### src/sv/wcns_pkg.sv
`timescale 1ns / 1ps
// Shared types, constants and the blend function of the wrapped cosine noise sampler.
// Depends on nothing; every other file refers to it by scoped names.
package wcns_pkg;

  localparam int STORE_AW  = 14;
  localparam int VALUE_W   = 16;
  localparam int WEIGHT_W  = 17;
  localparam int CELL_W    = 10;
  localparam int FRAC_W    = 16;
  localparam int QUEUE_DEPTH = 2;

  localparam bit [63:0] PI_Q30  = 64'd3373259426;
  localparam bit [63:0] Q30_ONE = 64'd1073741824;

  typedef enum logic {
    CMD_WRITE  = 1'b0,
    CMD_SAMPLE = 1'b1
  } cmd_e;

  // One item after classification: wrapped cells and fractions for a sample,
  // entry index and value for a write.
  typedef struct packed {
    cmd_e                        cmd;
    logic [CELL_W-1:0]           x1;
    logic [CELL_W-1:0]           x2;
    logic [CELL_W-1:0]           z1;
    logic [CELL_W-1:0]           z2;
    logic [FRAC_W-1:0]           fx;
    logic [FRAC_W-1:0]           fz;
    logic [STORE_AW-1:0]         entry_index;
    logic signed [VALUE_W-1:0]   entry_value;
  } item_t;

  typedef struct packed {
    logic       full;
    logic [1:0] count;
  } qstat_t;

  // a + floor(((b - a) * w + 2^15) / 2^16); the result lies between a and b.
  function automatic logic signed [VALUE_W-1:0] blend(
    input logic signed [VALUE_W-1:0] a,
    input logic signed [VALUE_W-1:0] b,
    input logic [WEIGHT_W-1:0]       w
  );
    logic signed [VALUE_W:0]    diff;
    logic signed [WEIGHT_W:0]   ws;
    logic signed [34:0]         prod;
    logic signed [34:0]         q;
    diff = 17'(signed'(b)) - 17'(signed'(a));
    ws   = signed'({1'b0, w});
    prod = 35'(diff) * 35'(ws) + 35'sd32768;
    q    = prod >>> 16;
    return VALUE_W'(a + VALUE_W'(q));
  endfunction

endpackage

### src/sv/wcns_queue.sv
`timescale 1ns / 1ps
// Two-entry queue that decouples the front end from the back end.
// Depends on wcns_pkg.
module wcns_queue (
  input  logic            clk_i,
  input  logic            rst_ni,
  input  logic            push_i,
  input  wcns_pkg::item_t item_i,
  input  logic            pop_i,
  output logic            valid_o,
  output wcns_pkg::item_t item_o,
  output wcns_pkg::qstat_t stat_o
);

  wcns_pkg::item_t slot_q [wcns_pkg::QUEUE_DEPTH];
  logic       wr_q, rd_q;
  logic [1:0] count_q;
  logic       do_pop;

  assign do_pop  = pop_i && (count_q != 2'd0);
  assign valid_o = (count_q != 2'd0);
  assign item_o  = slot_q[rd_q];

  always_ff @(posedge clk_i or negedge rst_ni) begin
    if (!rst_ni) begin
      wr_q    <= 1'b0;
      rd_q    <= 1'b0;
      count_q <= 2'd0;
    end else begin
      if (push_i) begin
        wr_q <= ~wr_q;
      end
      if (do_pop) begin
        rd_q <= ~rd_q;
      end
      count_q <= count_q + 2'(push_i) - 2'(do_pop);
    end
  end

  always_ff @(posedge clk_i) begin
    if (push_i) begin
      slot_q[wr_q] <= item_i;
    end
  end

  assign stat_o.count = count_q;
  assign stat_o.full  = (count_q == 2'(wcns_pkg::QUEUE_DEPTH));

endmodule

### config.mk
export PLATFORM = sky130hd
export DESIGN_NAME = wcns_queue
export DESIGN_NICKNAME = d
export VERILOG_FILES = /design/src/sv/wcns_pkg.sv /design/src/sv/wcns_queue.sv
export SDC_FILE = /design/constraint.sdc
export NUM_CORES = 1
export LEC_CHECK = 0
export BUFFER_PORTS_ARGS = -buffer_cell sky130_fd_sc_hd__buf_2
export CORE_AREA = 2 2 154 156
export DETAILED_ROUTE_END_ITERATION = 12
export DIE_AREA = 0 0 156 158
export PLACE_DENSITY = 0.66
export SLEW_MARGIN = 20
export SYNTH_ARGS = -nofsm -noshare
export SYNTH_HDL_FRONTEND = slang
export SYNTH_SLANG_ARGS = --single-unit
### constraint.sdc
create_clock -name clk_i -period 13.3 [get_ports clk_i]
set_input_delay 1.33 -clock clk_i [delete_from_list [all_inputs] [get_ports clk_i]]
set_output_delay 1.33 -clock clk_i [all_outputs]
set_load 0.01 [all_outputs]
Word level (Yosys, flattened, before mapping)
Memory sizes are Yosys's and may differ from the RTL's.
Index checks and enable logic that the tools add are counted.
W data, S select, Z words.

operators by class
  $add $sub $neg = 2
  equal/unequal tests = 1
  mux-type cells = 2
  bitwise gates (word level) = 2
  reduce and logical (&&, ||, !) cells = 2

operators with widths
  operator              count
  $add A2 B1 Y2         1
  $eq A2 B2 Y1 const B  1
  $mux W1               2
  $not A1 Y1            2
  $reduce_bool A2 Y1    1
  $sub A2 B1 Y2         1
  $logic_and A1 B1 Y1   1

storage, ports and cells
  register bits after elaboration = 4
  RAM bits = 206
  input port bits = 107
  output and inout bits = 107
  word-level logic and storage cells = 13
  memories kept = 1

memory list
  name    depth  bits a word  rd ports  clocked after memory_dff  write ports  RTL line          text
  slot_q  2      103          1         0                         1            wcns_queue.sv:15  wcns_pkg::item_t slot_q [wcns_pkg::QUEUE_DEPTH];

Depth between registers and ports, before layout
  word-level depth = 3
  gate-level depth with buffers = 6
  depth with buffers taken out = 6

Worst setup path after synthesis
OpenSTA, ideal clock, no wires.

  kind = input-to-reg
  from = in push_i
  to = mem slot_q[0][0] (netlist name) (enable)
  library setup time = 578 ps
  arrival = 5810 ps
  data required time = 12722 ps
  slack = 6912 ps
  stages on the path = 1
  path buffers = 0
  cells stage by stage = nor2b_1

between the ends
  cells in the longest elaborated chain, start to end = 2

ends and longest elaborated chain
  item                           RTL line          text
  start: declaration             wcns_queue.sv:7   input logic push_i,
  $mux W1                        wcns_queue.sv:41  if (push_i) begin
  $mux W1 (not written as such)  wcns_queue.sv:42  slot_q[wr_q] <= item_i;
  end: declaration               wcns_queue.sv:15

Every way passes these cells.

==> results.md <==
- The flow ran to the end, and the final reports show no timing, DRC or antenna violations.
- Among all stages on the critical path, the largest delay is contributed by sky130_fd_sc_hd__dfrtp_4.
- Summed over all nets, the half-perimeter wirelength after detailed placement is 9.86 mm.
- The height of the die is 158 microns.
- The clock sink total is 210.
- The largest net degree at the start of global routing is 57.
- The via count of the first global-routing pass was about 4200.
- The initial utilization of the core area, before any placement, comes to 34.2%.
- The layout has 1992 filler cells.
- The remaining number of nets flagged by the antenna check after routing is 0.
- The growth of design area from synthesis to finish is 25.6%.
- For this design the ratio of total power to cell area is 213 nW/um^2.
- CTS built an H-tree with a depth of 1.
- The total number of vias is 3884.
- The clock transition time at the flip-flop clock pins of the worst setup and hold paths is approximately 50 ps.
- The critical path crosses 3 cells after its start point.
- Before antenna repair, the detailed router went through 6 iterations.
- The largest delay contributor family on the critical path is buffers and inverters.
- Routability-driven placement finished with a final weighted congestion of 0.713.
- At the worst endpoint, the required time is about 12000 ps.
- The root buffer cell chosen for the clock tree is sky130_fd_sc_hd__clkbuf_16.
- After layout, the worst path uses 32.0% of the clock period.
- The initial antenna violation count is 1.
- The arrival time reported for the critical path endpoint is 2930 ps.
- The post-synthesis sequential element count is 210.
- The number of placed instances, taps included, is about 830.
- The floorplan has 56 rows.
- Setup repair after global routing left no endpoint under its margin.
- The delay of the slowest cell on the worst path is 950 ps.
- The post-layout minimum cycle time is 4260 ps.
- The capturing element of the worst setup path is item_o[98].
- Averaged over all synthesized cells, the footprint is 23.3 sq um.
- Traced cell by cell, the critical path runs through buf_4 > mux2_2 > buf_2.
- The final count of hold timing violations is 0.
- The critical path is of the register to output port type.
- The worst register-to-register path ends at slot_q[1][86].
- Global routing finished with a remaining overflow of 0.
- For this design the static power due to leakage is 0.00387 uW.
- The warning count from the yosys run is 0.
- The DRC violation total after the first TritonRoute iteration is 128.
- The area of the core region is 23100 sq um.
- The tightest min-delay check is of the register to register type.
- The total of hold buffers inserted after clock tree synthesis is 0.
- The number of gates given a new drive strength after cts is 0.
- The source-to-sink clock delay at the later pin of the worst-skew pair is between 400 and 500 ps.
- The final wirelength is 14.9 mm.
- The count of mapped cells out of synthesis is 338.
- Measured on the finished design, the core utilization comes to 43.0%.
- The total count of max-transition violations in the final report is 0.
- At the end of the flow, the number of nets in the layout was 677.
- For this run, the number of standard cells in the final layout without fillers is approximately 870.
- The repair_antennas step left the layout with diodes totalling 0.
- At the pin with the least slew margin, the transition time is 980 ps.
- The tool flagged a number of max-cap violations equal to 0.
- The global-route wire length before repair is around 22 mm.
- Summed over all failing endpoints, the final setup total negative slack is 0 ps.
- After synthesis, flip-flops and latches occupy roughly four fifths of the total area.
- The post-CTS setup-driven buffer insertion count is 0.
- The slack of the critical path is 9040 ps.
- Buffers placed on the I/O ports in this run total 213.
- In the routed layout, each cell is associated on average with a via count of 4.47.
- The CTS tree is done.
- The number of buffers created by CTS is 23.
- The nature of the critical path startpoint is a register.
- In this run the deepest clock path goes through 3 buffers.
- The I/O pin count is 214.
- The post-place setup slack is 9500 ps.
- The post-detailed-route DRC marker count is 0.
- The startpoint of the most critical setup path is rd_q.
- In the final routed layout, each cell accounts on average for 17.2 microns.
- Across all register-to-register paths, the minimum setup slack is between 10000 and 15000 ps.
- In the layout the commonest cells are sky130_fd_sc_hd__buf_2, sky130_fd_sc_hd__edfxtp_1, sky130_fd_sc_hd__mux2_4, sky130_fd_sc_hd__mux2_2, sky130_fd_sc_hd__clkbuf_16.
- The top achievable clock speed is 235 MHz.
- The number of nets handed over by synthesis was roughly 450.
- The library cell used most frequently in the layout, excluding fill and tap cells, is sky130_fd_sc_hd__buf_2.
- The biggest fanout along the worst timing path is 56.
- The beginning of the worst register-to-register path is wr_q.
- The number of cells on the worst reg-to-reg path is 2.
- The total global routing track utilization is 11.6%.
- The die is 156 microns wide.
- The number of failing setup endpoints in the final timing report is 0.
- Counting both buffers and inverters, the worst setup path holds a total of 2.
- The netlist uses 15 different library cells.
- The final clock skew is roughly 6.3 ps.
- The die covers 24600 sq um.
- The fraction of layout instances using a drive strength above 1 is 60.6%.
- Summing every instance area after synthesis gives between 7000 and 8000 sq um.
- The worst-case IR drop observed on VDD is 0.0986 mV.
- The worst slew margin relative to its limit is 34.7%.
- STA classifies the critical path endpoint as an output port.
[logic make-up (layout without fill, tap and decap cells)]
family                     after synthesis  count (layout)  share of synthesized area, %
AOI/OAI and AO/OA                        1               1                        0.0952
xor gates and xnor gates                 4               4                         0.444
adders and majority gates                2               2                         0.317
buffers and inverters                   14             255                          1.54
DFF                                    210             210                          79.7
muxes                                  103             103                          17.6
and+or+nand+nor                          4               4                         0.317
[flip-flops by register name, summed over array words and instances, names as in the netlist]
signal   count
rd_q         1
slot_q     206
count_q      2
wr_q         1
[worst reg2reg max path, cell delays in order (launching register included)]
cell	delay, ps
sky130_fd_sc_hd__dfrtp_1	420
sky130_fd_sc_hd__and2_4	640
sky130_fd_sc_hd__buf_4	730
[per-layer routing]
| layer | global-route usage (%) | up-vias | part of all wire (%) |
|---|---|---|---|
| met4 | 3.76 | 2 | 2.2 |
| met5 | 0 | - | 0.087 |
| met1 | 14.2 | 1892 | 41 |
| met2 | 20.0 | 165 | 49 |
| met3 | 3.23 | 29 | 7.7 |
| li1 | - | 1796 | - |
[Yosys cell counts]
master                     count  area, sq um
sky130_fd_sc_hd__ha_1          2         25.0
sky130_fd_sc_hd__edfxtp_1    206         6190
sky130_fd_sc_hd__xnor2_1       2         17.5
sky130_fd_sc_hd__and2_1        1         6.26
sky130_fd_sc_hd__buf_2         4         20.0
sky130_fd_sc_hd__nor2b_1       2         12.5
sky130_fd_sc_hd__buf_8         1         15.0
sky130_fd_sc_hd__xor2_1        2         17.5
sky130_fd_sc_hd__dfrtp_1       4          100
sky130_fd_sc_hd__mux2_2       43          484
sky130_fd_sc_hd__mux2_4       60          901
sky130_fd_sc_hd__inv_1         2         7.51
sky130_fd_sc_hd__o21a_1        1         7.51
sky130_fd_sc_hd__or2_2         1         6.26
sky130_fd_sc_hd__buf_6         7         78.8
[power breakdown]
part / switching, uW / total (uW) / leakage, uW / internal (uW)
Sequential: 67.2 / 948 / 0.00198 / 881
Clock: 228 / 562 / 0.000318 / 334
Combinational: 294 / 605 / 0.00158 / 311
[per-stage QoR]
step | instance area, sq um | total power, uW | hold WS, ps
after global routing | 9900 | 2230 | 573
after floorplan | 7890 | 1380 | 455
after CTS | 9900 | 2150 | 556
after global placement | 9240 | 1560 | 529
final | 9900 | 2110 | 550
after detailed placement | 9240 | 1580 | 552
[worst min-delay path by stage]
stage               slack (ps)  depth (start not counted)  endpoint  start
floorplan                  460                          1      wr_q   wr_q
CTS                        560                          1      wr_q   wr_q
global placement           530                          1      wr_q   wr_q
finish                     550                          1      wr_q   wr_q
detailed placement         550                          1      wr_q   wr_q
global route               570                          1      wr_q   wr_q
[final cells by class]
cell class	instances	area, sq um	area share, %
inverters	2	7.51	0.0758
repair buffers	217	1100	11.1
clock buffers	29	598	6.04
flip-flops and latches	210	6290	63.5
multi-input cells	114	1490	15.0
clock inverters	7	62.6	0.632
well taps	290	363	3.66
Power figures use the tool's default switching activity.
