$ cat src/sv/wcns_pkg.sv
`timescale 1ns / 1ps
// Shared types, constants and the blend function of the wrapped cosine noise sampler.
// Depends on nothing; every other file refers to it by scoped names.
package wcns_pkg;

  localparam int STORE_AW  = 14;
  localparam int VALUE_W   = 16;
  localparam int WEIGHT_W  = 17;
  localparam int CELL_W    = 10;
  localparam int FRAC_W    = 16;
  localparam int QUEUE_DEPTH = 2;

  localparam bit [63:0] PI_Q30  = 64'd3373259426;
  localparam bit [63:0] Q30_ONE = 64'd1073741824;

  typedef enum logic {
    CMD_WRITE  = 1'b0,
    CMD_SAMPLE = 1'b1
  } cmd_e;

  // One item after classification: wrapped cells and fractions for a sample,
  // entry index and value for a write.
  typedef struct packed {
    cmd_e                        cmd;
    logic [CELL_W-1:0]           x1;
    logic [CELL_W-1:0]           x2;
    logic [CELL_W-1:0]           z1;
    logic [CELL_W-1:0]           z2;
    logic [FRAC_W-1:0]           fx;
    logic [FRAC_W-1:0]           fz;
    logic [STORE_AW-1:0]         entry_index;
    logic signed [VALUE_W-1:0]   entry_value;
  } item_t;

  typedef struct packed {
    logic       full;
    logic [1:0] count;
  } qstat_t;

  // a + floor(((b - a) * w + 2^15) / 2^16); the result lies between a and b.
  function automatic logic signed [VALUE_W-1:0] blend(
    input logic signed [VALUE_W-1:0] a,
    input logic signed [VALUE_W-1:0] b,
    input logic [WEIGHT_W-1:0]       w
  );
    logic signed [VALUE_W:0]    diff;
    logic signed [WEIGHT_W:0]   ws;
    logic signed [34:0]         prod;
    logic signed [34:0]         q;
    diff = 17'(signed'(b)) - 17'(signed'(a));
    ws   = signed'({1'b0, w});
    prod = 35'(diff) * 35'(ws) + 35'sd32768;
    q    = prod >>> 16;
    return VALUE_W'(a + VALUE_W'(q));
  endfunction

endpackage

$ cat src/sv/wcns_front.sv
`timescale 1ns / 1ps
// Front end: accepts items, scales sample coordinates and wraps them onto the map.
// Depends on wcns_pkg.
module wcns_front #(
  parameter int MAP_WIDTH = 128,
  parameter int MAP_DEPTH = 128
) (
  input  logic                              clk_i,
  input  logic                              rst_ni,
  input  logic                              accept_i,
  input  logic                              command_i,
  input  logic [31:0]                       coord_x_i,
  input  logic [31:0]                       coord_z_i,
  input  logic [15:0]                       scale_i,
  input  logic [wcns_pkg::STORE_AW-1:0]     entry_index_i,
  input  logic signed [wcns_pkg::VALUE_W-1:0] entry_value_i,
  output logic                              push_o,
  output wcns_pkg::item_t                   item_o
);

  localparam bit [32:0] RECIP_X = 33'((64'd1 << 32) / MAP_WIDTH);
  localparam bit [32:0] RECIP_Z = 33'((64'd1 << 32) / MAP_DEPTH);
  localparam bit [10:0] W_X = 11'(MAP_WIDTH);
  localparam bit [10:0] W_Z = 11'(MAP_DEPTH);

  // Stage one: coordinate times frequency.
  logic                  v1_q;
  wcns_pkg::cmd_e        cmd1_q;
  logic [31:0]           px_q, pz_q;
  logic [wcns_pkg::STORE_AW-1:0]       idx1_q;
  logic signed [wcns_pkg::VALUE_W-1:0] val1_q;
  logic [47:0]           prod_x, prod_z;

  assign prod_x = coord_x_i * scale_i;
  assign prod_z = coord_z_i * scale_i;

  always_ff @(posedge clk_i or negedge rst_ni) begin
    if (!rst_ni) begin
      v1_q <= 1'b0;
    end else begin
      v1_q <= accept_i;
    end
  end

  always_ff @(posedge clk_i) begin
    if (accept_i) begin
      cmd1_q <= wcns_pkg::cmd_e'(command_i);
      px_q   <= prod_x[47:16];
      pz_q   <= prod_z[47:16];
      idx1_q <= entry_index_i;
      val1_q <= entry_value_i;
    end
  end

  // Stage two: quotient estimate by reciprocal, off by at most one.
  logic                  v2_q;
  wcns_pkg::cmd_e        cmd2_q;
  logic [15:0]           ix_q, iz_q, qx_q, qz_q, fx_q, fz_q;
  logic [wcns_pkg::STORE_AW-1:0]       idx2_q;
  logic signed [wcns_pkg::VALUE_W-1:0] val2_q;
  logic [48:0]           rx_prod, rz_prod;

  assign rx_prod = px_q[31:16] * RECIP_X;
  assign rz_prod = pz_q[31:16] * RECIP_Z;

  always_ff @(posedge clk_i or negedge rst_ni) begin
    if (!rst_ni) begin
      v2_q <= 1'b0;
    end else begin
      v2_q <= v1_q;
    end
  end

  always_ff @(posedge clk_i) begin
    if (v1_q) begin
      cmd2_q <= cmd1_q;
      ix_q   <= px_q[31:16];
      iz_q   <= pz_q[31:16];
      qx_q   <= rx_prod[47:32];
      qz_q   <= rz_prod[47:32];
      fx_q   <= px_q[15:0];
      fz_q   <= pz_q[15:0];
      idx2_q <= idx1_q;
      val2_q <= val1_q;
    end
  end

  // Stage three (combinational into the queue): remainder, correction, neighbor.
  logic [26:0] remx, remz;
  logic [11:0] rx, rz;
  logic [wcns_pkg::CELL_W-1:0] cx, cz;

  always_comb begin
    remx = {11'd0, ix_q} - 27'(qx_q) * 27'(W_X);
    remz = {11'd0, iz_q} - 27'(qz_q) * 27'(W_Z);
    rx   = remx[11:0];
    rz   = remz[11:0];
    if (rx >= 12'(W_X)) begin
      rx = rx - 12'(W_X);
    end
    if (rz >= 12'(W_Z)) begin
      rz = rz - 12'(W_Z);
    end
    cx = rx[wcns_pkg::CELL_W-1:0];
    cz = rz[wcns_pkg::CELL_W-1:0];
    item_o.cmd         = cmd2_q;
    item_o.x1          = cx;
    item_o.z1          = cz;
    item_o.x2          = (12'(cx) == 12'(W_X - 11'd1)) ? '0 : cx + 1'b1;
    item_o.z2          = (12'(cz) == 12'(W_Z - 11'd1)) ? '0 : cz + 1'b1;
    item_o.fx          = fx_q;
    item_o.fz          = fz_q;
    item_o.entry_index = idx2_q;
    item_o.entry_value = val2_q;
  end

  assign push_o = v2_q;

endmodule

$ cat config.mk
export PLATFORM = sky130hd
export DESIGN_NAME = wcns_front
export DESIGN_NICKNAME = d
export VERILOG_FILES = /design/src/sv/wcns_pkg.sv /design/src/sv/wcns_front.sv
export SDC_FILE = /design/constraint.sdc
export NUM_CORES = 2
export LEC_CHECK = 0
export BUFFER_PORTS_ARGS = -buffer_cell sky130_fd_sc_hd__buf_2
export CAP_MARGIN = 20
export CORE_AREA = 2 2 272 274
export DETAILED_ROUTE_END_ITERATION = 10
export DIE_AREA = 0 0 274 276
export GPL_TIMING_DRIVEN = 0
export PLACE_DENSITY = 0.62
export SLEW_MARGIN = 40
export SYNTH_ARGS = -nofsm -noshare
export SYNTH_HDL_FRONTEND = slang
export SYNTH_SLANG_ARGS = --single-unit
$ cat constraint.sdc
create_clock -name clk_i -period 2.6 [get_ports clk_i]
set_input_delay 0.26 -clock clk_i [delete_from_list [all_inputs] [get_ports clk_i]]
set_output_delay 0.26 -clock clk_i [all_outputs]
set_load 0.02 [all_outputs]
After elaboration in Yosys (flattened, before gate mapping) --
Index checks and enable logic that the tools add are counted.
Word-level totals: latch bits 0, word-level logic and storage cells 32, memory bits (read-only) 0, memories kept 0, RAM bits 0, bits in registers 186
Operators by class: divide/modulo/power cells 0, multipliers 2, reductions and logical operators 0, bitwise logic cells 0, shifts and indexed selects 0, add/sub/neg operators 6, muxes and demuxes 4, equality and inequality tests 2, $lt $le $gt $ge 2
Operators by type and width (count):
- $mul A32 B16 Y44 | 2
- $mux W10 | 4
- $ge A12 B8 Y1 const B | 2
- $sub A12 B12 Y12 | 2
- $add A10 B1 Y10 const B | 2
- $eq A10 B7 Y1 const B | 2
- $sub A10 B8 Y10 const B | 2

Longest topological paths before layout --
depth after elaboration 5, gate-level depth with buffers 26, gate-level depth less buffers 24

Least setup slack after synthesis --
OpenSTA, ideal clock, no wires.
kind input -> register, start input scale_i[7], end register pz_q[17], data pin, slack -3.993 ns, stages on the path 25, path buffers 2, data arrival time 6.333 ns, required time 2.340 ns, path through clkbuf_1 clkbuf_1 nand2_1 fa_1 inv_1 fa_1 inv_1 fa_1 inv_1 fa_1 fa_1 inv_1 fa_1 inv_1 ha_1 nand3_1 o22ai_1 a41oi_1 nand3_2 o311a_1 a2111o_1 a211oi_2 o21ai_2 a221oi_2 xnor2_1
Between the ends: cells in the longest elaborated chain, start to end 1
Ends and longest elaborated chain:
- start, declared | line wcns_front.sv:14 | input logic [15:0] scale_i,
- $mul A32 B16 Y44 | line wcns_front.sv:35 | assign prod_z = coord_z_i * scale_i;
- net prod_z[33] | line wcns_front.sv:32 | logic [47:0] prod_x, prod_z;
- end signal, assigned | line wcns_front.sv:49 | pz_q <= prod_z[47:16];
- end, declared | line wcns_front.sv:29 | logic [31:0] px_q, pz_q;
The timed path passes the listed nets, and every way through them passes these cells. A chain may end at the register's enable or synchronous reset.

Final worst setup path --
start input scale_i[4], end register pz_q[17], data pin
Same word-level chain as after synthesis.

==> metrics.csv <==
stage;metric;value;unit
status;outcome;complete, but fails checks;
status;violated checks;negative setup slack;
cts;H-tree levels;4;
global_routing;largest net degree at the start of global routing;42;
detailed_routing;Remaining DRCs;0;
synthesis;Post-Synth Simple-Gate Area;15.5;%
setup_path;R2R cell count;1;
timing;RSZ-0062 raised after global routing;true;
floorplan;die width;274;um
floorplan;Core Box Area;72600;um2
floorplan;I/O pins;218;
synthesis;post-synthesis sequential area ratio;14.4;%
setup_path;Worst Path Class, Setup;input port to register;
setup_path;R2R Path Start;v1_q;
global_routing;Congestion Overflow GR;0;
detailed_routing;Avg WL per Cell;20.9;um
global_routing;initial antenna violation count;3;
detailed_routing;DR vias;24147;
setup_path;startpoint types;input port;
finish;most common cell after layout, fill and taps aside;inv_1;
floorplan;Rows;99;
detailed_routing;Pre-antenna DRT Iters;5;
placed_design;port bufs;192;
synthesis;Synth Warn #;0;
synthesis;Yosys top cell area share;47.2;%
synthesis;area leader, netlist;fa_1;
finish;layout cells sized above 1;18.2;%
synthesis;fraction of registers with async set or reset after synthesis;1.28;%
cts;register clock-pin slew on the reported worst setup and hold paths;80;ps
global_routing;vias in the first global route;25752;
cts;clock root buffer;clkbuf_16;
detailed_routing;Vias/cell;5.12;
finish;net count reported at finish;4779;
cts;CTS sink count;156;
timing;Hold Vio Cnt, Final;0;
synthesis;Post-Synth Adder-Cell Area;53.4;%
placed_design;DP Worst Slack;-4960;ps
placed_design;routability cong.;0.953;
timing;min Tclk post-route;6090;ps
synthesis;Avg Inst Size Synth;9.60;um2
finish;area delta synth->final;20.3;%
setup_path;Req. time, crit path;2840;ps
setup_path;Worst R2R End;iz_q[6];
cts;CTS tree;done;
synthesis;main combinational cell family by area after synthesis;adder cells;
detailed_routing;routed wire length;98300;um
synthesis;Synth area leaders;fa_1 47%, edfxtp_1 14%, inv_1 9.6%;
hold_path;Hold WC Path Type;input port to async pin;
setup_path;WP data arrival;6330;ps
floorplan;initial cell density of the core;44.7;%
synthesis;Yosys cell types;51;
cts;Worst-Skew Late Latency;500;ps
synthesis;Post-synth EDFFs;154;
timing;Slew Limit Headroom;40.4;%
flow_run;maximum capacitance violations;0;
synthesis;Main synth FF type;edfxtp_1;
synthesis;flops & latches, synth;156;
setup_path;crit end category;register;
setup_path;CP Launch Point;scale_i[4];
detailed_routing;ANT nets after route;0;
timing;Worst Clk Skew;12.4;ps
timing;Finish-stage setup viols;46;
synthesis;mux share of post-synthesis cell area;0;%
timing;final worst slack;-3490;ps
timing;period utilization;234;%
synthesis;Post-Syn Instances;3384;
setup_path;CP max FO;6;
synthesis;XOR/XNOR Fraction of Synth Area;2.32;%
timing;Fmax achieved;164;MHz
synthesis;area of the mapped netlist;32500;um2
setup_path;R2R Setup Slk;1520;ps
floorplan;chip height;276;um
cts;TritonCTS buffer count;17;
placed_design;HPWL Detailed;78100;um
placed_design;DP Area;35500;um2
timing;final number of max-transition violations;0;
detailed_routing;drt initial violations;1618;
placed_design;Placed Instances;4547;
finish;Non-Filler Instances;4712;
timing;worst slew pin tran;894;ps
floorplan;die area;75600;um2
finish;post-route cell area;39100;um2
global_routing;Total GRT Usage;27.2;%
finish;most frequent cells in the layout;804 x inv_1, 746 x fa_1, 623 x nand2_1, 326 x and2_1, 183 x buf_2;
synthesis;Synth Area in Compound Gates;2.63;%
cts;clock buffer depth;2;
global_routing;global-route wire length before repair;153000;um
==> synthesized netlist by cell type, types with 17 or more instances <==
| cell | count |
|---|---|
| nand3_1 | 17 |
| nand2_1 | 634 |
| nor2_1 | 36 |
| fa_1 | 766 |
| a21oi_1 | 46 |
| xor2_1 | 26 |
| edfxtp_1 | 154 |
| xnor2_1 | 60 |
| a21o_1 | 24 |
| clkbuf_1 | 160 |
| ha_1 | 160 |
| and2_1 | 345 |
| inv_1 | 832 |
==> critical path: stages <==
cell and delay, ps:
clkbuf_16 150, clkbuf_16 160, and2_1 160, fa_1 540
inv_1 50, fa_1 490, fa_1 450, fa_1 560
inv_1 50, fa_1 490, fa_1 410, ha_1 340
nand2_4 120, o21bai_1 100, a41oi_2 220, nand3_4 130
o311a_4 340, a2111o_1 390, a211oi_4 370, o21ai_2 140
a221oi_2 250, xnor2_1 130
==> sequential cells by signal (all words and copies together) (netlist names) <==
name,count
pz_q,23
push_o,1
val1_q,16
idx2_q,14
fx_q,16
val2_q,16
v1_q,1
cmd2_q,1
px_q,23
fz_q,16
ix_q,7
idx1_q,14
cmd1_q,1
iz_q,7
==> layer usage <==
| layer | GRT usage [%] | part of all wire (%) | wire length [um] | vias up |
|---|---|---|---|---|
| met2 | 43.0 | 47 | 46100 | 998 |
| met1 | 37.3 | 41 | 40500 | 12487 |
| met4 | 9.07 | 3.2 | 3190 | 6 |
| li1 | - | - | - | 10466 |
| met5 | 0 | 0.035 | 34 | - |
| met3 | 5.78 | 8.6 | 8490 | 190 |
==> final cells by class <==
cell class / instances / area (um2)
well taps: 959 / 1200
plain buffers: 172 / 2010
multi-input cells: 2228 / 25000
clock inverters: 15 / 189
inverters: 833 / 3130
repair buffers: 331 / 2390
flip-flops and latches: 156 / 4680
fillers: 6591 / 33500
diodes: 1 / 2.50
clock buffers: 17 / 425
==> worst max-delay path by stage <==
stage                     endpoint  slack (ps)  depth (start not counted)
after floorplan           pz_q[17]       -3500                         24
after global placement    px_q[22]       -5150                         24
after detailed placement  px_q[22]       -4960                         23
after CTS                 pz_q[17]       -3530                         24
after global routing      pz_q[17]       -3580                         22
final                     pz_q[17]       -3490                         22
==> stage by stage <==
step           TNS [ps]  utilization, %  hold WS [ps]
3_5_place_dp    -190350            48.9          48.4
4_1_cts         -133120            52.8          28.3
6_report        -134880            53.8          77.1
5_1_grt         -140050            53.8          58.2
2_1_floorplan   -130230               -         -35.6
3_3_place_gp    -258210            48.8          46.2
==> timing repair <==
item	4_1_cts	5_1_grt
gates cloned	1	0
pin swaps	47	90
gates resized for setup	317	184
endpoints found under the setup margin	46	46
setup buffers	74	34
hold endpoints to repair	33	0
hold buffers	32	0
==> cells by family after synthesis <==
logic type	after synthesis
fa+ha+maj	926
simple gates	1075
xor+xnor	86
compound gates	131
buf+inv	1009
flops	156
other cells	1
Power is not shown: default switching activity piles up to over one toggle a cycle in this logic, so the estimate is an artifact.
